==> src/hw/rtl/fmh_pkg.sv <==
// shared types, constants and helper functions of the four-lane multiply hash
`timescale 1ns / 1ps
`default_nettype none

package fmh_pkg;

  // width of the length field on the input port
  localparam int LEN_PORT_W = 32;

  // entries in the command queue between front and back
  localparam int Q_DEPTH = 2;

  // mix_mode register codes
  localparam logic [1:0] MODE_PLAIN      = 2'd0;
  localparam logic [1:0] MODE_FOLD_ALL   = 2'd1;
  localparam logic [1:0] MODE_FOLD_FINAL = 2'd2;

  // multiplier constant select
  typedef enum logic [1:0] {
    K_0 = 2'd0,
    K_1 = 2'd1,
    K_2 = 2'd2,
    K_3 = 2'd3
  } kc_t;

  // command passed from the front to the back
  typedef struct packed {
    logic                  is_start;
    logic                  last;
    logic [1:0]            lane;
    logic [63:0]           data;
    logic [LEN_PORT_W-1:0] len;
  } cmd_t;

  // multiplier constant lookup
  function automatic logic [63:0] k_const(input kc_t sel);
    logic [63:0] k;
    unique case (sel)
      K_0:     k = 64'h9E37_79B9_7F4A_7C15;
      K_1:     k = 64'h85EB_CA77_C2B2_AE3D;
      K_2:     k = 64'hBF58_476D_1CE4_E5B9;
      K_3:     k = 64'h94D0_49BB_1331_11EB;
      default: k = 64'h9E37_79B9_7F4A_7C15;
    endcase
    return k;
  endfunction

  // per-lane rotate left by 11, 19, 35 or 47
  function automatic logic [63:0] rot_lane(input logic [63:0] w, input logic [1:0] lane);
    logic [63:0] r;
    unique case (lane)
      2'd0:    r = {w[52:0], w[63:53]};
      2'd1:    r = {w[44:0], w[63:45]};
      2'd2:    r = {w[28:0], w[63:29]};
      2'd3:    r = {w[16:0], w[63:17]};
      default: r = w;
    endcase
    return r;
  endfunction

endpackage

`default_nettype wire

==> src/hw/rtl/fmh_front.sv <==
// front end: takes requests, tracks message position, builds lane commands
`timescale 1ns / 1ps
`default_nettype none

module fmh_front #(
  parameter int LENGTH_BITS = 32
) (
  input  wire logic                          clk,
  input  wire logic                          rst_n,
  input  wire logic                          in_valid,
  output      logic                          in_ready,
  input  wire logic                          in_first,
  input  wire logic [63:0]                   in_seed,
  input  wire logic [fmh_pkg::LEN_PORT_W-1:0] in_total_length,
  input  wire logic [63:0]                   in_data_word,
  input  wire logic                          q_full,
  output      logic                          push,
  output      fmh_pkg::cmd_t                 cmd
);

  localparam int LEN_W = (LENGTH_BITS < fmh_pkg::LEN_PORT_W) ? LENGTH_BITS : fmh_pkg::LEN_PORT_W;

  logic             in_msg_r, in_msg_nxt;
  logic [LEN_W-1:0] len_r, len_nxt;
  logic [LEN_W-1:0] taken_r, taken_nxt;

  logic             accept;
  logic [LEN_W-1:0] len_in;
  logic [LEN_W-1:0] rem;
  logic [LEN_W-1:0] block_end;
  logic             short_word;
  logic [LEN_W-1:0] step_bytes;
  logic [LEN_W-1:0] taken_add;
  logic [1:0]       lane;
  logic [63:0]      word_m;

  assign in_ready = !q_full;
  assign accept   = in_valid && in_ready;
  assign len_in   = in_total_length[LEN_W-1:0];

  // position within the message
  assign rem        = len_r - taken_r;
  assign block_end  = {len_r[LEN_W-1:5], 5'b0};
  assign short_word = rem < LEN_W'(8);
  assign step_bytes = short_word ? rem : LEN_W'(8);
  assign taken_add  = taken_r + step_bytes;
  assign lane       = (taken_r < block_end) ? taken_r[4:3] : 2'd0;

  // zero the bytes past the end of the message
  always_comb begin
    for (int i = 0; i < 8; i++) begin
      if (short_word && (3'(i) >= rem[2:0])) begin
        word_m[8*i +: 8] = 8'h00;
      end else begin
        word_m[8*i +: 8] = in_data_word[8*i +: 8];
      end
    end
  end

  // command build and position update
  always_comb begin
    push       = 1'b0;
    cmd        = '0;
    in_msg_nxt = in_msg_r;
    len_nxt    = len_r;
    taken_nxt  = taken_r;
    if (accept) begin
      if (in_first) begin
        push         = 1'b1;
        cmd.is_start = 1'b1;
        cmd.last     = (len_in == '0);
        cmd.data     = in_seed;
        cmd.len      = fmh_pkg::LEN_PORT_W'(len_in);
        len_nxt      = len_in;
        taken_nxt    = '0;
        in_msg_nxt   = (len_in != '0);
      end else if (in_msg_r) begin
        push         = 1'b1;
        cmd.is_start = 1'b0;
        cmd.last     = (taken_add >= len_r);
        cmd.lane     = lane;
        cmd.data     = fmh_pkg::rot_lane(word_m, lane);
        taken_nxt    = taken_add;
        in_msg_nxt   = (taken_add < len_r);
      end
    end
  end

  always_ff @(posedge clk) begin
    if (!rst_n) begin
      in_msg_r <= 1'b0;
      len_r    <= '0;
      taken_r  <= '0;
    end else begin
      in_msg_r <= in_msg_nxt;
      len_r    <= len_nxt;
      taken_r  <= taken_nxt;
    end
  end

endmodule

`default_nettype wire

==> config.mk <==
export PLATFORM = sky130hd
export DESIGN_NAME = fmh_front
export DESIGN_NICKNAME = d
export VERILOG_FILES = /design/src/hw/rtl/fmh_pkg.sv /design/src/hw/rtl/fmh_front.sv
export SDC_FILE = /design/constraint.sdc
export NUM_CORES = 1
export LEC_CHECK = 0
export ABC_AREA = 1
export BUFFER_PORTS_ARGS = -buffer_cell sky130_fd_sc_hd__clkbuf_2
export CAP_MARGIN = 20
export CELL_PAD_IN_SITES_DETAIL_PLACEMENT = 0
export CELL_PAD_IN_SITES_GLOBAL_PLACEMENT = 2
export CORE_UTILIZATION = 30
export CTS_BUF_LIST = sky130_fd_sc_hd__clkbuf_2
export DETAILED_ROUTE_END_ITERATION = 12
export GPL_TIMING_DRIVEN = 0
export PLACE_DENSITY = 0.92
export SYNTH_ARGS = -nofsm -noshare
export SYNTH_HDL_FRONTEND = slang
export SYNTH_SLANG_ARGS = --single-unit
==> constraint.sdc <==
create_clock -name clk -period 11.15 [get_ports clk]
set_input_delay 2.23 -clock clk [delete_from_list [all_inputs] [get_ports clk]]
set_output_delay 2.23 -clock clk [all_outputs]
set_load 0.005 [all_outputs]
# Yosys cells after proc, flatten, opt, wreduce, memory -nomap -nowiden
# Index checks and enable logic that the tools add are counted.
[word_totals] romBits=0 in_bits=165 register_bits=65 memories=0 mem_bits_rw=0 latch_bits=0 wordCells=60
[classes] n_reduce_logical=16 shifts=0 div_mod_pow=0 n_lt_le_gt_ge=12 n_eq_ne=3 bitwise_logic=0 n_mux=24 addsub=2 n_mul=0
[op_table] op="one-hot mux 64 bit (4 select lines)" count=1
[op_table] op="2-to-1 mux 32 bit" count=4
[op_table] op="2-to-1 mux 100 bit" count=1
[op_table] op="2-to-1 mux 67 bit" count=1
[op_table] op="< comparator 32 bit" count=2
[op_table] op="2-to-1 mux 64 bit" count=1
[op_table] op="2-to-1 mux 8 bit" count=8
[op_table] op="adder 32 bit" count=1
[op_table] op="greater-or-equal comparator 32 bit" count=1
[op_table] op="zero test 32 bit" count=1
[op_table] op="< comparator 32 x 4 -> 1 bit (second input constant)" count=1
[op_table] op="nonzero test 32 bit" count=1
[op_table] op="subtractor 32 bit" count=1
[op_table] op="greater-or-equal comparator 3 bit (first input constant)" count=4
[op_table] op="logical AND 1 bit" count=9
[op_table] op="greater-or-equal comparator 1 x 3 -> 1 bit (first input constant)" count=2
[op_table] op="greater-or-equal comparator 2 x 3 -> 1 bit (first input constant)" count=2
[op_table] op="2-to-1 mux 2 bit" count=3
[op_table] op="2-to-1 mux 1 bit" count=5
[op_table] op="== test 2 bit (second input constant)" count=2
[op_table] op="AND reduction 2 bit" count=2
[op_table] op="== test 2 x 1 -> 1 bit (second input constant)" count=1
[op_table] op="zero test 2 bit" count=1
[op_table] op="nonzero test 2 bit" count=1
[op_table] op="zero test 1 bit" count=1

# Longest topological paths before layout
[depth] word_depth=8 ltp_mapped=45

# Worst setup path after synthesis
# Ideal clock, no wire load.
[synth_path] path_type="register -> output" startpoint="register len_r[0]" endpoint="output cmd[98] (netlist name)" slack_ps=3744 arrival_time_ps=5176 n_path_buf=1 path_stages_with_launch=43 cell_sequence="dfxtp_1 -> inv_1 -> ha_1 -> inv_1 -> fa_1 -> nand2_1 -> nand3_1 -> nand3_1 -> nand2_1 -> nand2_1 -> nand2_1 -> nand2_1 -> nand2_1 -> nand2_1 -> nand2_1 -> nor2_1 -> nand2_1 -> nor2_8 -> (+7 left out) -> nand3_1 -> nand2_1 -> a21oi_1 -> o21ai_0 -> nand2_1 -> nand2_1 -> xor2_1 -> ha_1 -> a21oi_1 -> o21ai_0 -> a21oi_1 -> nor2_1 -> o21ai_0 -> a21oi_1 -> a211oi_1 -> nand3_1 -> nand2_1 -> inv_1"
[synth_rtl] item="start, declared" line_no="fmh_front.sv:24" text="logic [LEN_W-1:0] len_r, len_nxt;"
[synth_rtl] item="start signal, assigned" line_no="fmh_front.sv:96" text="len_r <= len_nxt;"
[synth_rtl] item="end, declared" line_no="fmh_front.sv:18" text="output fmh_pkg::cmd_t cmd"

==> impl_metrics.yaml <==
cts:
  clock_latency_ns: 0.59
  cts_tree: "built"
  clk_path_buf_depth: 2
  ctsResizeCount: 0
  root_buffer: "clkbuf_2"
  postCtsHoldBufs: 0
  post_cts_buffers: 0
  numCtsBuffers: 9
  clk_pin_slew_worst_paths_ns: 0.20
  htree_levels: 3
  cts.sinks: 65
worst_setup_path:
  crit_start: "len_r[13]"
  cp.arrival_ns: 8.10
  critPathKind: "flop to primary output"
  critical_path.top_delay_family: "simple AND/OR/NAND/NOR gates"
  r2r-start: "len_r[13]"
  max_stage_delay_ns: 0.52
  cp_common_cell: "nand2_1"
  crit_cells: 36
  ff2ff_setup_slack_ns: 3.76
  critPathCapture: "cmd[98]"
  crit_slowest_cell: "xor2_1"
  r2r_end: "in_msg_r"
  ff2ff_path_depth: 34
  path_max_fanout: 10
  start_kind: "flop"
  worst-path-buf-inv: 5
  cp_data_required_time_ns: 8.92
  endpoint_kind: "primary output"
floorplanning:
  design.die.area_sq_um: 38620
  start_util: 0.3071
  ioPinCount: 267
  dieWidth_microns: 196.5
  core.rowCount: 70
  die_y_microns: 196.5
  coreArea_sq_um: 36960
drt:
  drt_iter0_markers: 1031
  final_antenna_net_count: 0
  vias_per_cell: 5.122
  remaining_drc_errors: 0
  firstDrtPassIters: 5
  wl_per_cell_microns: 19.23
  route.vias.total: 14890
  wirelength_mm: 55.91
logic_synthesis:
  synth_edf_count: 0
  async_reset_ff_frac: 0
  syn_area_sq_um: 11350
  syn_inst: 2092
  netlist.area_leader.share: 0.2269
  synth_area_per_cell_sq_um: 5.426
  yosys-top-cells-count: "nand2_1, inv_1, nand3_1"
  seq_area_frac_synth: 0.1146
  yosysMostFrequentCell: "nand2_1"
  synth-warning-count: 0
  yosysTopAreaCell: "nand2_1"
  ys.flop_type: "dfxtp_1"
  synth.distinct_cells: 42
  synth_seq_cells: 65
  synth_area_leaders: "nand2_1, ha_1, dfxtp_1"
final_layout:
  drive_above_1_share: 0.1424
  syn_to_final_growth_pct: 19.72
  nets: 2685
  fill_cells: 4330
global_routing:
  grtUsageTotal: 0.2858
  first_global_vias: 13870
  grt_pass1_wl_mm: 83.11
  grt_max_degree: 13
  antenna_found_initial: 2
  grt_overflow: 0
placed_design:
  place.gp.congestion: 1.028
  io_buffers: 266
  hpwl_mm: 47.93
power:
  p_comb_frac: 0.485
  seqPwrFrac: 0.286
  swShare: 0.4493
  leakagePower_nw: 7.139
  ir_worst_vdd_uv: 53.66
  power.internal_mw: 0.4688
  cellPowerDensity_nw_per_um2: 62.64
  p_clk_frac: 0.228
  design_power_total_mw: 0.8513
  switchingPower_mw: 0.3825
sta:
  fin_tns_setup_ns: 0
  fin_crit_ns: 10.33
  clock_skew_ns: 0.03263
  setup_violations: 0
  max_freq_mhz: 96.80
  hold_viol: 0
  fin_crit_sh: 0.9265
  tightest_slew_ns: 0.9812
  drv_slew: 0
  rsz0062_at_grt: "no"
  slew-limit-headroom: 0.3415
min_path:
  min_path_type: "flop to flop"
job:
  drv_cap: 0
run_status:
  status: "finished, final reports clean"
layout by cell type, fill, tap and decap left out, drive strengths merged, types with 3 or more instances in the layout:
| cell | netlist | layout |
|---|---|---|
| a21oi | 227 | 227 |
| clkbuf | 50 | 325 |
| o221ai | 3 | 3 |
| nor2 | 131 | 131 |
| a211oi | 6 | 6 |
| xnor2 | 10 | 10 |
| buf | 38 | 40 |
| nand2 | 690 | 690 |
| bufinv | 0 | 3 |
| a31oi | 8 | 8 |
| xor2 | 19 | 19 |
| nand4 | 85 | 85 |
| inv | 310 | 310 |
| o21ai | 27 | 27 |
| ha | 121 | 121 |
| nor3 | 13 | 13 |
| clkinv | 3 | 5 |
| o21a | 8 | 8 |
| and2 | 7 | 7 |
| nand3b | 15 | 15 |
| nor4 | 8 | 8 |
| nand3 | 236 | 236 |
| conb | 1 | 27 |
| dfxtp | 65 | 65 |
per-stage QoR:
stage,instance area (sq um),worst slack [ns],utilization,std cells,hold WS [ns]
floorplan,11450,3.744,-,2118,0.4453
global placement,13410,1.502,0.3628,2888,0.4728
detailed placement,13420,1.535,0.3632,2890,0.4766
CTS,13590,0.7939,0.3676,2906,0.5021
global route,13590,0.2843,0.3677,2907,0.5143
finish,13590,0.8198,0.3677,2907,0.4995
registers in the layout, summed over array words and instances (netlist names):
signal / flops
len_r: 32
taken_r: 32
in_msg_r: 1
routing by layer:
| layer | track usage | routed length, microns | up-vias |
|---|---|---|---|
| li1 | - | - | 7393 |
| met1 | 0.3726 | 24720 | 6844 |
| met2 | 0.4852 | 25650 | 562 |
| met3 | 0.03884 | 3863 | 90 |
| met4 | 0.08883 | 1659 | 2 |
| met5 | 0 | 13 | - |
worst min path at each step:
stage / from / end / slack, ns / cells after the start
finish: taken_r[1] / taken_r[1] / 0.50 / 2
global route: taken_r[1] / taken_r[1] / 0.51 / 2
CTS: taken_r[1] / taken_r[1] / 0.50 / 2
detailed placement: taken_r[1] / taken_r[1] / 0.48 / 2
global placement: taken_r[2] / taken_r[2] / 0.47 / 2
floorplan: len_r[31] / len_r[31] / 0.45 / 2
final cells by class:
class	count	area (sq um)	share of cell area
inverters	313	1175	0.08646
flip-flops and latches	65	1301	0.09576
multi-input cells	1652	8602	0.6330
repair buffers	268	1344	0.09889
well taps	504	630.6	0.04640
diodes	1	2.502	0.0001841
clock inverters	7	118.9	0.008747
clock buffers	9	45.04	0.003315
plain buffers	88	370.4	0.02725
worst register-to-register path: cells and delay by family, from the launching register on:
family	cells	cell delay (ns)
XOR/XNOR	1	0.52
buffers and inverters	3	0.38
flip-flops	1	0.44
AND/OR/NAND/NOR	23	3.91
AO/OA/AOI/OAI	4	1.00
adder cells (fa/ha/maj)	3	1.06
kinds of logic after synthesis:
group           synth area share
compound gates            0.1347
xor+xnor                 0.02238
fa+ha+maj                 0.1369
buf+inv                   0.1361
flops                     0.1146
other cells            0.0003304
simple gates              0.4549
power groups by stage:
stage | clock, mW | combinational, mW | sequential, mW
floorplan | 0 | 0.251 | 0.246
global placement | 0 | 0.404 | 0.248
detailed placement | 0 | 0.406 | 0.248
CTS | 0.201 | 0.408 | 0.244
global route | 0.209 | 0.461 | 0.245
finish | 0.194 | 0.413 | 0.244
No activity file was read; power rests on OpenSTA's default activity.
