## src/hw/rtl/fmh_pkg.sv

```systemverilog
// shared types, constants and helper functions of the four-lane multiply hash
`timescale 1ns / 1ps
`default_nettype none

package fmh_pkg;

  // width of the length field on the input port
  localparam int LEN_PORT_W = 32;

  // entries in the command queue between front and back
  localparam int Q_DEPTH = 2;

  // mix_mode register codes
  localparam logic [1:0] MODE_PLAIN      = 2'd0;
  localparam logic [1:0] MODE_FOLD_ALL   = 2'd1;
  localparam logic [1:0] MODE_FOLD_FINAL = 2'd2;

  // multiplier constant select
  typedef enum logic [1:0] {
    K_0 = 2'd0,
    K_1 = 2'd1,
    K_2 = 2'd2,
    K_3 = 2'd3
  } kc_t;

  // command passed from the front to the back
  typedef struct packed {
    logic                  is_start;
    logic                  last;
    logic [1:0]            lane;
    logic [63:0]           data;
    logic [LEN_PORT_W-1:0] len;
  } cmd_t;

  // multiplier constant lookup
  function automatic logic [63:0] k_const(input kc_t sel);
    logic [63:0] k;
    unique case (sel)
      K_0:     k = 64'h9E37_79B9_7F4A_7C15;
      K_1:     k = 64'h85EB_CA77_C2B2_AE3D;
      K_2:     k = 64'hBF58_476D_1CE4_E5B9;
      K_3:     k = 64'h94D0_49BB_1331_11EB;
      default: k = 64'h9E37_79B9_7F4A_7C15;
    endcase
    return k;
  endfunction

  // per-lane rotate left by 11, 19, 35 or 47
  function automatic logic [63:0] rot_lane(input logic [63:0] w, input logic [1:0] lane);
    logic [63:0] r;
    unique case (lane)
      2'd0:    r = {w[52:0], w[63:53]};
      2'd1:    r = {w[44:0], w[63:45]};
      2'd2:    r = {w[28:0], w[63:29]};
      2'd3:    r = {w[16:0], w[63:17]};
      default: r = w;
    endcase
    return r;
  endfunction

endpackage

`default_nettype wire

```

## src/hw/rtl/fmh_queue.sv

```systemverilog
// short command queue between front and back
`timescale 1ns / 1ps
`default_nettype none

module fmh_queue (
  input  wire logic          clk,
  input  wire logic          rst_n,
  input  wire logic          push,
  input  wire fmh_pkg::cmd_t push_cmd,
  input  wire logic          pop,
  output      logic          q_valid,
  output      logic          q_full,
  output      fmh_pkg::cmd_t head
);

  localparam int PTR_W = (fmh_pkg::Q_DEPTH > 1) ? $clog2(fmh_pkg::Q_DEPTH) : 1;
  localparam int CNT_W = $clog2(fmh_pkg::Q_DEPTH + 1);

  fmh_pkg::cmd_t    mem_r [fmh_pkg::Q_DEPTH];
  logic [PTR_W-1:0] wr_r, wr_nxt;
  logic [PTR_W-1:0] rd_r, rd_nxt;
  logic [CNT_W-1:0] cnt_r, cnt_nxt;

  assign q_valid = (cnt_r != '0);
  assign q_full  = (cnt_r == CNT_W'(fmh_pkg::Q_DEPTH));
  assign head    = mem_r[rd_r];

  // pointer wrap
  function automatic logic [PTR_W-1:0] ptr_inc(input logic [PTR_W-1:0] p);
    return (p == PTR_W'(fmh_pkg::Q_DEPTH - 1)) ? '0 : p + PTR_W'(1);
  endfunction

  // pointer and count update
  always_comb begin
    wr_nxt  = push ? ptr_inc(wr_r) : wr_r;
    rd_nxt  = pop ? ptr_inc(rd_r) : rd_r;
    cnt_nxt = cnt_r + CNT_W'(push) - CNT_W'(pop);
  end

  always_ff @(posedge clk) begin
    if (!rst_n) begin
      wr_r  <= '0;
      rd_r  <= '0;
      cnt_r <= '0;
    end else begin
      wr_r  <= wr_nxt;
      rd_r  <= rd_nxt;
      cnt_r <= cnt_nxt;
    end
  end

  // entry storage
  always_ff @(posedge clk) begin
    if (push) begin
      mem_r[wr_r] <= push_cmd;
    end
  end

endmodule

`default_nettype wire

```

## config.mk

```make
export PLATFORM = sky130hd
export DESIGN_NAME = fmh_queue
export DESIGN_NICKNAME = d
export VERILOG_FILES = /design/src/hw/rtl/fmh_pkg.sv /design/src/hw/rtl/fmh_queue.sv
export SDC_FILE = /design/constraint.sdc
export NUM_CORES = 1
export LEC_CHECK = 0
export ABC_AREA = 1
export BUFFER_PORTS_ARGS = -buffer_cell sky130_fd_sc_hd__buf_2
export CORE_MARGIN = 2
export CORE_UTILIZATION = 45
export CTS_CLUSTER_DIAMETER = 50
export CTS_CLUSTER_SIZE = 14
export DETAILED_ROUTE_END_ITERATION = 10
export HOLD_SLACK_MARGIN = 0.03
export PLACE_DENSITY = 0.69
export SLEW_MARGIN = 20
export SYNTH_ARGS = -nofsm -noshare
export SYNTH_HDL_FRONTEND = slang
export SYNTH_SLANG_ARGS = --single-unit
```

## constraint.sdc

```tcl
create_clock -name clk -period 6.99 [get_ports clk]
set_clock_uncertainty 0.05 [all_clocks]
set_input_delay 1.0485 -clock clk [delete_from_list [all_inputs] [get_ports clk]]
set_output_delay 1.0485 -clock clk [all_outputs]
set_load 0.05 [all_outputs]
```

; ---- Word-level counts from Yosys, hierarchy flattened
; Memory sizes are Yosys's and may differ from the RTL's. A register that Yosys moved wholly into a read port is not among the register bits.
; Index checks and enable logic that the tools add are counted.
[op_classes]
addsub = 4
n_eq_ne = 1
mux = 6
reduce_logical = 1
[op_table]
columns = op, count
row1 = 1-bit 2-to-1 mux, 6
row2 = 1-bit adder (second input constant), 2
row3 = 2-bit by 1-bit adder with 2-bit output, 1
row4 = 2-bit equality test (second input constant), 1
row5 = 2-bit nonzero test, 1
row6 = 2-bit by 1-bit subtractor with 2-bit output, 1
[word_totals]
ff_bits = 4
ram_bits = 200
out_inout_bits = 102
word_cells = 16
mem_count = 1
[mem_list]
columns = memory, depth, word_bits, rd, rd_clocked_by_memory_dff, wr, line_no
row1 = mem_r, 2, 100, 1, 1, 1, fmh_queue.sv:19  ; fmh_pkg::cmd_t mem_r [fmh_pkg::Q_DEPTH];

; ---- Depth between registers and ports, before layout
; Gate-level depths: netlist of run 1.
[logic_depth]
word_depth = 4
ltp_mapped = 9
depth_no_buf = 9

; ---- Worst setup path after synthesis of run 1
; Ideal clock, no wire load.
[synth_timing]
kind = input to register
startpoint = input push
endpoint = memory mem_r[0][0] in the netlist's numbering, enable pin
setup_ns = 0.562
arrival_time_ns = 5.274
slack_ns = 1.103
path_stages = 2
cell_sequence = inv_1 -> nor2_1
[synth_via]
elab_chain_cells = 2
[synth_rtl]
columns = item, line_no
row1 = start: declaration, fmh_queue.sv:8  ; input wire logic push,
row2 = 1-bit 2-to-1 mux, fmh_queue.sv:54  ; if (push) begin
row3 = 1-bit 2-to-1 mux (implied by the code), fmh_queue.sv:55  ; mem_r[wr_r] <= push_cmd;
row4 = end: declaration, fmh_queue.sv:19
; Every way passes these cells.

==> results of run 1 <==
## cell usage in the layout, fill, tap and decap left out, types with 2 or more instances in the layout
cell	n
buf_2	205
buf_4	3
clkbuf_1	3
clkbuf_16	21
clkinv_1	2
clkinv_4	3
dfxtp_1	4
edfxtp_1	200
ha_1	2
inv_1	6
mux2_4	100
nand2_1	9
nor2_1	7
## state kept, by name, indices dropped and copies added (netlist names), named ones only
signal	cells
wr_r	1
rd_r	1
mem_r	200
cnt_r	2
## cell families after synthesis
kind of cell,count (synthesis)
muxes,100
AOI/OAI and AO/OA,1
buffers and inverters,18
adders and majority gates,2
and+or+nand+nor,18
DFF,205
## how the worst max path moves through the flow
stage | to | slack, ns | start | depth (start not counted)
floorplan | mem_r[0][0] | 1.10 | push | 2
global placement | head[86] | 3.41 | flop | 3
detailed placement | head[79] | 3.39 | flop | 3
CTS | head[79] | 2.87 | flop | 3
global route | head[87] | 2.77 | flop | 3
finish | head[86] | 2.92 | flop | 3
## critical path: stages (launching register included)
cell     delay (ns)
dfxtp_4        0.85
buf_4          0.91
mux2_4         0.36
buf_2          0.21
## power breakdown
part	switching, uW	leakage (uW)	internal, uW	total [uW]
logic	297	0.00168	147	444
registers	26.1	0.00192	1420	1450
clock network	418	0.000282	546	963
## metal layers
metal | GRT usage | share of wire | vias to the layer above
met2 | 0.239 | 0.49 | 152
met1 | 0.172 | 0.40 | 1858
met5 | 0 | 0 | -
met4 | 0.0430 | 0.020 | 0
met3 | 0.0470 | 0.094 | 25
li1 | - | - | 1777
## area by class of cell
cell class	instances	area (um^2)
timing repair buffer	209	1070
tap	225	282
clock buffer	24	537
inverter	7	28.8
fill	1348	7620
clock inverter	7	46.3
sequential	205	6110
multi-input combinational	121	1610
## metrics by stage
stage	area (um^2)	instances	utilization	total power [uW]	hold WS, ns
floorplan	7940	344	-	1830	0.413
global placement	9080	766	0.525	1910	0.430
finish	9680	798	0.560	2860	0.462
detailed placement	9100	767	0.526	1920	0.457
CTS	9680	798	0.560	2890	0.472
global route	9680	798	0.560	2960	0.495
==> run summary, run 1 <==
The smallest setup slack after layout is 2.92 ns. The area share of fa/ha/maj cells after synthesis is 0.00315. Synthesis handed over a netlist of 344 instances. The tightest slew margin relative to the limit is 0.254. The number of nets in the finished design came out at 670. The clock tree from TritonCTS is done.

The effective utilization at floorplan is 0.459. The simple-gate portion of the synthesized area came out at 0.00866. The region available for standard cell placement spans 0.0173 mm^2.

The time the worst path needs with I/O delays and setup is 4.07 ns. The remaining design rule violation count is 0. The flop and latch count out of synthesis is 205. After floorplanning, the core was divided into 48 placement rows. The slack of the worst reg-to-reg path is 4.76 ns. The multiplexer fraction of the synthesized cell area came out at 0.189. The fraction of the mapped netlist area in compound gates came out at 0.000630. The cell depth of the worst hold path came out at 2. CTS built an H-tree with a depth of 1. The number of nets with antenna violations after detailed routing came out at 0. The largest fanout of any net on the critical path came out at 59. The half-perimeter wire length after placement is 9.12 mm. The share of post-route cells with drive strength above 1 is 0.590. The count of hold-fix buffers inserted at cts came out at 0.

The end of the worst register-to-register path is mem_r[0][0]. The via count of the first global-routing pass came out at 3920. Setup repair after global routing left no endpoint under its margin. The top cell type's share of synthesized area came out at 0.756. The reported leakage power is 0.00388 uW. STA classifies the critical path endpoint as an output port. The data arrival at the endpoint of the critical path came out at 2.97 ns. By area the synthesized netlist is led by edfxtp_1 76%, mux2_4 19%, buf_12 2.5%. The share of the clock period used by the worst path after layout came out at 0.582. By count the netlist is led by 200 x edfxtp_1, 100 x mux2_4, 10 x buf_12. The startpoint of the most critical hold path is rd_r. The total die area is 0.0187 mm^2. The type of the most critical hold path is reg -> reg.

The first-pass GRT wire length is 20.4 mm. The horizontal die dimension is 137 um. Among all flip-flop cells after synthesis, the most frequent one is edfxtp_1. The CTS clock-pin slew for the worst setup and hold paths came out at 0.06 ns. The global routing usage summed across all routing layers is 0.141. The post-synth net total is 450. The sequential share of the synthesized area is 0.769.

For this run, the top clock speed supported by timing is 0.246 GHz. The total I/O pin count is 206. The detailed router finished its first iteration with 187 violations.

By area, the combinational part of the netlist is dominated by multiplexers. STA classifies the critical path startpoint as a flop. The post-synthesis area per instance is 23.1 um^2.

IR analysis of the VDD net gives a maximum drop of 0.172 mV. The critical path is of the reg -> out type. The final weighted congestion in routability-driven placement came out at 0.687. The fraction of registers with async set/reset is 0.

The total length of routed wires is 13.7 mm. The cell area that synthesis handed to floorplanning was 0.00794 mm^2. The clock latency at the later pin of the worst-skew pair came out at 0.48 ns. For this design, the sink count on the clock tree is 205. The number of antenna violations at the first check in global routing came out at 0. The power per cell area came out at 295 mW/mm^2. The count of cells resized by post-cts repair is 0. The final hold violation count is 0. The per-cell routed wire length came out at 17.2 um. The accumulated negative setup slack is 0 ns. The number of warnings reported in the yosys synthesis log is 0.

Measured in cells, the most critical reg-to-reg path has a length of 3. The path with the worst hold slack has its endpoint at rd_r. Compared with the post-synthesis result, the final layout area differs by 21.8%. The number of max-slew violations in the final report was 0. The flow ran to the end, and the final reports show no timing, DRC or antenna violations. For the pin with the worst max-slew slack, the measured transition is 1.12 ns. Counting along the longest clock path gives a buffer depth of 3. The number of detailed-route iterations in the first pass came out at 5. The post-CTS setup buffer count came out at 0. The number of buffers created by CTS came out at 20. The die height came out at 137 um. The final setup violation count came out at 0. Prior to clock tree synthesis, the placed netlist has a worst setup slack of 3.39 ns. The via count normalized by instance count came out at 4.78. Of the total synthesized cell area, the portion taken by XOR and XNOR cells is 0. Of all cell types, the one taking the most synthesized area is edfxtp_1. The number of antenna diodes came out at 0. The total global routing overflow came out at 0.

Entering global routing, the biggest net connects 60 pins. The synthesized design contains 200 enable-type register cells. The number of distinct library cells after synthesis came out at 11.

In this run the critical register-to-register path is launched from wr_r. For the worst setup path, the data required time is 5.89 ns. CTS placed an instance of clkbuf_16 at the clock tree root.

The max-capacitance violation count came out at 0. Yosys instantiated no cell more often than edfxtp_1. The count of buffers added on input and output ports is 205. The total number of vias is 3812.
No activity file was read; power rests on OpenSTA's default activity.
==> inputs of run 2 (changes only) <==
Settings changed: ABC_AREA 1 to 0.
Clock period 6.99 ns to 3.9 ns, I/O delays scaled along.
==> run summary, run 2 <==
The run finished with clean final reports. The number of antenna diodes is 0 (unchanged). The sequential share of the synthesized area is 0.768 (about the same). The largest fanout of any net on the critical path came to 40 (-32%). The number of nets in the finished design is 660 (-1.5%). The final hold violation count came out at 0 (unchanged). The DRC marker count from the first detailed-route iteration is 204 (+9.1%). The share of the clock period used by the worst path after layout is 0.691.

The number of buffers added on ports came to 205 (unchanged). The type of the most critical hold path is in -> reg. TritonCTS built the clock tree.

The CTS clock-pin slew for the worst setup and hold paths is 0.06 ns (about the same). The reported leakage power is 0.00391 uW (+0.68%). The flop and latch count out of synthesis is 205 (unchanged). The total die area is 0.0187 mm^2 (about the same). The time the worst path needs with I/O delays and setup is 2.70 ns. The met3 capacity usage during global routing is 0.0341 (-0.0130). The remaining design rule violation count is 0 (unchanged). In the synthesized netlist the dominant register cell turns out to be edfxtp_1. By instance count, the leading cell after synthesis is edfxtp_1.

The number of max-slew violations in the final report is 0 (unchanged). The post-synth net total is 438 (-2.7%). The tree is rooted in a clkbuf_16. The post-synthesis area per instance came out at 23.9 um^2 (+3.6%).

The final setup violation count came out at 0 (unchanged). The top register by number of flip-flops is mem_r. The worst ir drop on vdd is 0.428 mV (+150%). The tightest slew margin relative to the limit is 0.411 (+0.158). The required arrival time at the worst endpoint is 3.26 ns (-2.63 ns).

The via count normalized by instance count is 4.72 (-1.1%). Setup repair after global routing left no endpoint under its margin. The count of cells resized by post-cts repair was 0 (unchanged). Leaving out fill and tap cells, the most frequent cell in the layout is buf_2. The CTS H-tree depth was 1 (unchanged). The met1 routing resource usage after global routing came out at 0.176 (+0.00389). The number of antenna violations at the first check in global routing came to 1 (+1). The die height is 137 um (about the same). The filler cell count in the final layout came to 1334 (-1.0%).

The startpoint of the most critical hold path is push_cmd[36]. The number of warnings reported in the yosys synthesis log came to 0 (unchanged). The number of detailed-route iterations in the first pass came out at 4 (-1). The number of standard cells after synthesis is 332 (-3.5%). The category of the most critical setup path is reg -> out. The first-pass GRT wire length came out at 19.8 mm (-3.1%). The largest net degree at the start of global routing came out at 58 (-3.3%). The fraction of registers with async set/reset is 0 (unchanged). The number of distinct library cells after synthesis came to 13 (+2).

The floorplan core area came to 0.0173 mm^2 (unchanged). Walking the worst path, the cells encountered are buf_12 > mux2_4 > buf_2. The buffer and inverter count on the worst path is 2 (unchanged). In the final layout, the registers with the most flip-flops are mem_r: 200 flops, cnt_r: 2 flops. The total I/O pin count came out at 206 (unchanged). The count of hold-fix buffers inserted at cts came out at 0 (unchanged). The slowest cell on the critical path is dfxtp_4. The flip-flop count of the largest register after layout came to 200 (unchanged). The global routing usage summed across all routing layers came to 0.139 (-0.00224).

The effective utilization at floorplan was 0.459 (about the same). The max-capacitance violation count came out at 0 (unchanged). The netlist area before placement came out at 0.00795 mm^2 (about the same).

The total length of routed wires came to 13.6 mm (-1.1%). The total global routing overflow is 0 (unchanged). The accumulated negative setup slack was 0 ns (unchanged). The floorplan row count is 48 (unchanged). The met2 routing resource usage after global routing came out at 0.236 (-0.00278). The power per cell area came out at 550 mW/mm^2 (+86%). The area growth from synthesis to layout is 23.4%. The cell type contributing the most total cell area after synthesis is edfxtp_1. The number of buffers created by CTS came to 20 (unchanged).

The total number of vias came out at 3731 (-2.1%). The top cell type's share of synthesized area is 0.756 (about the same). The clock latency at the later pin of the worst-skew pair is 0.47 ns (about the same).

The final weighted congestion in routability-driven placement came out at 0.715 (+4.2%). The startpoint identified for the worst register-to-register timing path is wr_r. The data arrival at the endpoint of the critical path is 2.06 ns (-0.91 ns).

Leaving out fill and tap cells, the most frequent cells in the layout are 205 x buf_2, 200 x edfxtp_1, 100 x mux2_4, 20 x clkbuf_16. The post-CTS setup buffer count came out at 0 (unchanged). In this design, the largest share of critical-path delay is due to flip-flops. The per-cell routed wire length is 17.2 um (about the same). STA classifies the critical path endpoint as an output port. The number of flops mapped to enable cells by yosys came out at 200 (unchanged). The global routing stage identified its most utilized layer as met2. The total clock sinks came out at 205 (unchanged). The share of post-route cells with drive strength above 1 is 0.607 (+0.0172). The number of nets with antenna violations after detailed routing came out at 0 (unchanged). The maximum single-stage delay on the critical path was 0.64 ns (-0.27 ns). The overall power consumption came to 5390 uW (+89%). The half-perimeter wire length after placement is 9.03 mm (-1.0%).

The via count of the first global-routing pass came to 3804 (-3.0%). In the post-synthesis netlist, the biggest area contributors are edfxtp_1 76%, mux2_4 19%, buf_12 2.5%. The slew at the pin with the worst max-slew slack came out at 0.881 ns (-0.239 ns). In the synthesized netlist, the cells that appear most often are 200 x edfxtp_1, 100 x mux2_4, 10 x buf_12. The horizontal die dimension is 137 um (about the same). The maximum root-to-sink buffer count is 3 (unchanged). The maximum operating frequency is 0.371 GHz. STA classifies the critical path startpoint as a flop.
## run 2: cell types whose count changed in the layout (fill, tap and decap cells not counted), sizes merged, moves of 2 or more
cell | before | now
and2 | 0 | 4
buf | 209 | 211
bufinv | 0 | 2
clkinv | 6 | 4
inv | 7 | 3
nand2 | 9 | 0
nor2 | 8 | 0
nor2b | 0 | 4
## run 2: path summary, 6_finish.rpt
kind | cells past startpoint | slack (ns) | to
setup / recovery | 3 | 1.20 | head[47]
hold / removal | 1 | 0.24 | mem_r[0][36]
setup reg to reg | 2 | 2.07 | mem_r[1][24]
hold reg to reg | 2 | 0.56 | rd_r
## run 2: cell type report
class                      count  area, um^2  share of cell area
sequential                   205        6110               0.623
multi-input combinational    114        1630               0.166
inverter                       2        7.51            0.000766
timing repair buffer         211        1120               0.114
clock inverter                 8         104              0.0106
tap                          225         282              0.0287
clock buffer                  25         549              0.0560
## run 2: layer usage
metal  wire length (um)  up-vias
met2               6690      133
li1                   -     1756
met3                971       17
met1               5660     1823
met4                236        2
met5                 13        -
## run 2: stage by stage
stage | util | std cells | worst slack (ns) | instance area (um^2) | hold slack, ns
2_1_floorplan | - | 332 | 0.199 | 7950 | 0.505
3_3_place_gp | 0.529 | 757 | 1.65 | 9150 | 0.521
3_5_place_dp | 0.529 | 757 | 1.60 | 9150 | 0.552
4_1_cts | 0.567 | 790 | 1.16 | 9800 | 0.212
5_1_grt | 0.567 | 790 | 1.12 | 9800 | 0.218
6_report | 0.567 | 790 | 1.20 | 9800 | 0.237
## run 2: logic make-up after synthesis
kind of cell	Yosys count	synth area share
compound gates	1	0.000945
buf+inv	13	0.0276
mux	100	0.189
xor+xnor	2	0.00394
fa+ha+maj	2	0.00315
simple gates	9	0.00708
flops	205	0.768
## run 2: worst register-to-register path, stage by stage (launching register included)
cell	delay, ns
dfxtp_1	0.39
and2_4	0.59
buf_12	0.41
## run 2: power by group
part	internal (uW)	switching [uW]	leakage, uW	total, uW
sequential	2550	42.2	0.00192	2590
clock	1130	750	0.000315	1880
combinational	314	606	0.00168	920
total	3990	1400	0.00391	5390
==> inputs of run 3 (changes only) <==
Clock period 3.9 ns to 2.5 ns, I/O delays scaled along.
==> run summary, run 3 (synthesized netlist as in run 2, its figures left out) <==
The number of nets with antenna violations after detailed routing is 0 (unchanged). The half-perimeter wire length after placement is 9.38 mm (+3.8%). The root buffer cell chosen for the clock tree is clkbuf_16.

The clock latency at the later pin of the worst-skew pair came to 0.50 ns (+0.03 ns). The number of antenna violations at the first check in global routing was 0 (-1). The total I/O pin count came out at 206 (unchanged). The slowest cell on the critical path is dfxtp_4. The number of buffers created by CTS was 22 (+10%). The number of instances in the placed design came out at 759 (+0.26%). The buffer and inverter count on the worst path came out at 2 (unchanged). The number of detailed-route iterations in the first pass came to 4 (unchanged).

The CTS clock-pin slew for the worst setup and hold paths was 0.06 ns (about the same). The family with the most delay on the worst path is flip-flops. The final setup violation count is 0 (unchanged). The top register by number of flip-flops is mem_r. The largest fanout of any net on the critical path is 32 (-20%). The final hold violation count is 0 (unchanged).

The maximum single-stage delay on the critical path was 0.58 ns (-0.06 ns). The number of logic stages on the critical path including buffering came to 3 (unchanged). The net switching power came out at 2340 uW (+67%).

The horizontal die dimension is 137 um (unchanged). The internal power is 6230 uW (+56%). Traced cell by cell, the critical path runs through buf_12 > mux2_4 > buf_2. The length in cells of the worst reg-to-reg path is 2 (unchanged). The total number of vias is 4136 (+11%).

The total global routing overflow came out at 0 (unchanged). The effective utilization at floorplan is 0.459 (unchanged). The largest net degree at the start of global routing is 77 (+33%). The max-capacitance violation count is 0 (unchanged).

The nature of the critical path startpoint is a flop. The logic gate share of total power was 0.184 (+0.013). The worst hold path belongs to the class in -> reg. The final weighted congestion in routability-driven placement came out at 0.742 (+3.7%). The total die area was 0.0187 mm^2 (unchanged). The maximum operating frequency came out at 0.422 GHz.

The floorplan row count is 48 (unchanged). The maximum root-to-sink buffer count came out at 3 (unchanged). STA classifies the critical path endpoint as an output port. The time the worst path needs with I/O delays and setup came out at 2.37 ns. The data arrival at the endpoint of the critical path is 1.95 ns (-0.11 ns). The floorplan core area is 0.0173 mm^2 (unchanged). The layer flagged by global routing as most heavily used is met2. The CTS H-tree depth is 1 (unchanged). The switching portion of total power came out at 0.273 (+0.0137).

The via count normalized by instance count is 4.62 (-2.2%). The top cell types in the final layout, fill and taps aside, are 205 x buf_2, 200 x edfxtp_1, 100 x mux2_4, 100 x dlygate4sd3_1, 22 x clkbuf_16. The die height is 137 um (unchanged). The slew at the pin with the worst max-slew slack came to 0.452 ns (-0.430 ns). The part of the total power dissipated in the clock network came out at 0.345 (-0.004). The overall power consumption is 8570 uW (+59%). The tightest slew margin relative to the limit is 0.699 (+0.288). The accumulated negative setup slack came to 0 ns (unchanged). The number of standard cells in the final layout excluding fillers is 895 (+13%). The total length of routed wires is 15.0 mm (+11%). The area growth from synthesis to layout is 36.5%. The met3 capacity usage during global routing is 0.0367 (+0.00259). The met2 routing resource usage after global routing is 0.297 (+0.0608).

The most common cell after layout, fill and taps aside is buf_2. Setup repair after global routing left no endpoint under its margin. The number of max-slew violations in the final report came out at 0 (unchanged). The global routing usage summed across all routing layers was 0.159 (+0.0204). The largest registers in the layout are mem_r: 200 flops, cnt_r: 2 flops.

The power per cell area came to 790 mW/mm^2 (+44%). The first-pass GRT wire length is 22.8 mm (+15%). The run finished with clean final reports. The worst ir drop on vdd came out at 0.800 mV (+87%). The total clock sinks is 205 (unchanged).

The number of nets in the finished design is 764 (+16%). The required arrival time at the worst endpoint came out at 2.08 ns (-1.18 ns). The critical path in this run is classified as reg -> out.

The post-route worst hold slack was 0.0841 ns (-0.153 ns). The met1 routing resource usage after global routing is 0.181 (+0.00498). The DRC marker count from the first detailed-route iteration came out at 143 (-30%). The cell depth of the worst hold path is 2 (+1). The flip-flop count of the largest register after layout came out at 200 (unchanged). The share of post-route cells with drive strength above 1 was 0.519 (-0.0877). The reported leakage power is 0.00434 uW (+11%). The via count of the first global-routing pass came out at 4444 (+17%). The share of the clock period used by the worst path after layout came out at 0.948. The remaining design rule violation count is 0 (unchanged). The number of antenna diodes is 0 (unchanged). TritonCTS built the clock tree. The sequential share of power came to 0.471 (-0.009). The number of buffers added on ports is 205 (unchanged). The per-cell routed wire length came to 16.8 um (-2.3%).
==> run 3: path summary, 6_finish.rpt <==
kind         start            to  slack, ns
max           flop      head[40]       0.13
min          rst_n          wr_r       0.08
max reg2reg   wr_r  mem_r[1][35]       0.95
min reg2reg   rd_r          rd_r       0.53
==> run 3: power by group through the flow <==
| stage | clock (uW) | sequential, uW | combinational [uW] |
|---|---|---|---|
| floorplan | 0 | 4090 | 1200 |
| global placement | 0 | 4100 | 1450 |
| detailed placement | 0 | 4120 | 1460 |
| CTS | 3050 | 4040 | 1590 |
| global route | 3180 | 4060 | 1650 |
| finish | 2950 | 4040 | 1580 |
==> run 3: layer usage <==
metal,routed length [um],vias up
met1,5650,2012
li1,-,1966
met4,289,0
met2,8130,136
met5,0,-
met3,958,22
==> run 3: repair_timing <==
action	4_1_cts	5_1_grt
buffers inserted	0	0
setup endpoints to repair	0	0
resized for setup	0	0
hold buffers	100	0
hold endpoints to repair	200	0
==> run 3: stage by stage <==
| step | util | area [um^2] | setup WS [ns] |
|---|---|---|---|
| detailed placement | 0.531 | 9180 | 0.629 |
| finish | 0.627 | 10800 | 0.130 |
| floorplan | - | 7960 | 0.125 |
| global route | 0.627 | 10800 | 0.0451 |
| CTS | 0.627 | 10800 | 0.0886 |
| global placement | 0.531 | 9180 | 0.646 |
==> run 3: layout make-up <==
cell class                      instances  area, um^2
Tap cell                              225         282
Clock buffer                           26         566
Clock inverter                         10         101
Inverter                                2        7.51
Fill cell                            1210        6450
Sequential cell                       205        6110
Multi-Input combinational cell        114        1630
Timing Repair Buffer                  313        2150
==> run 3: worst reg2reg max path: stages, from the launching register on <==
cell     delay, ns
dfxtp_1       0.39
and2_4        0.45
buf_12        0.30
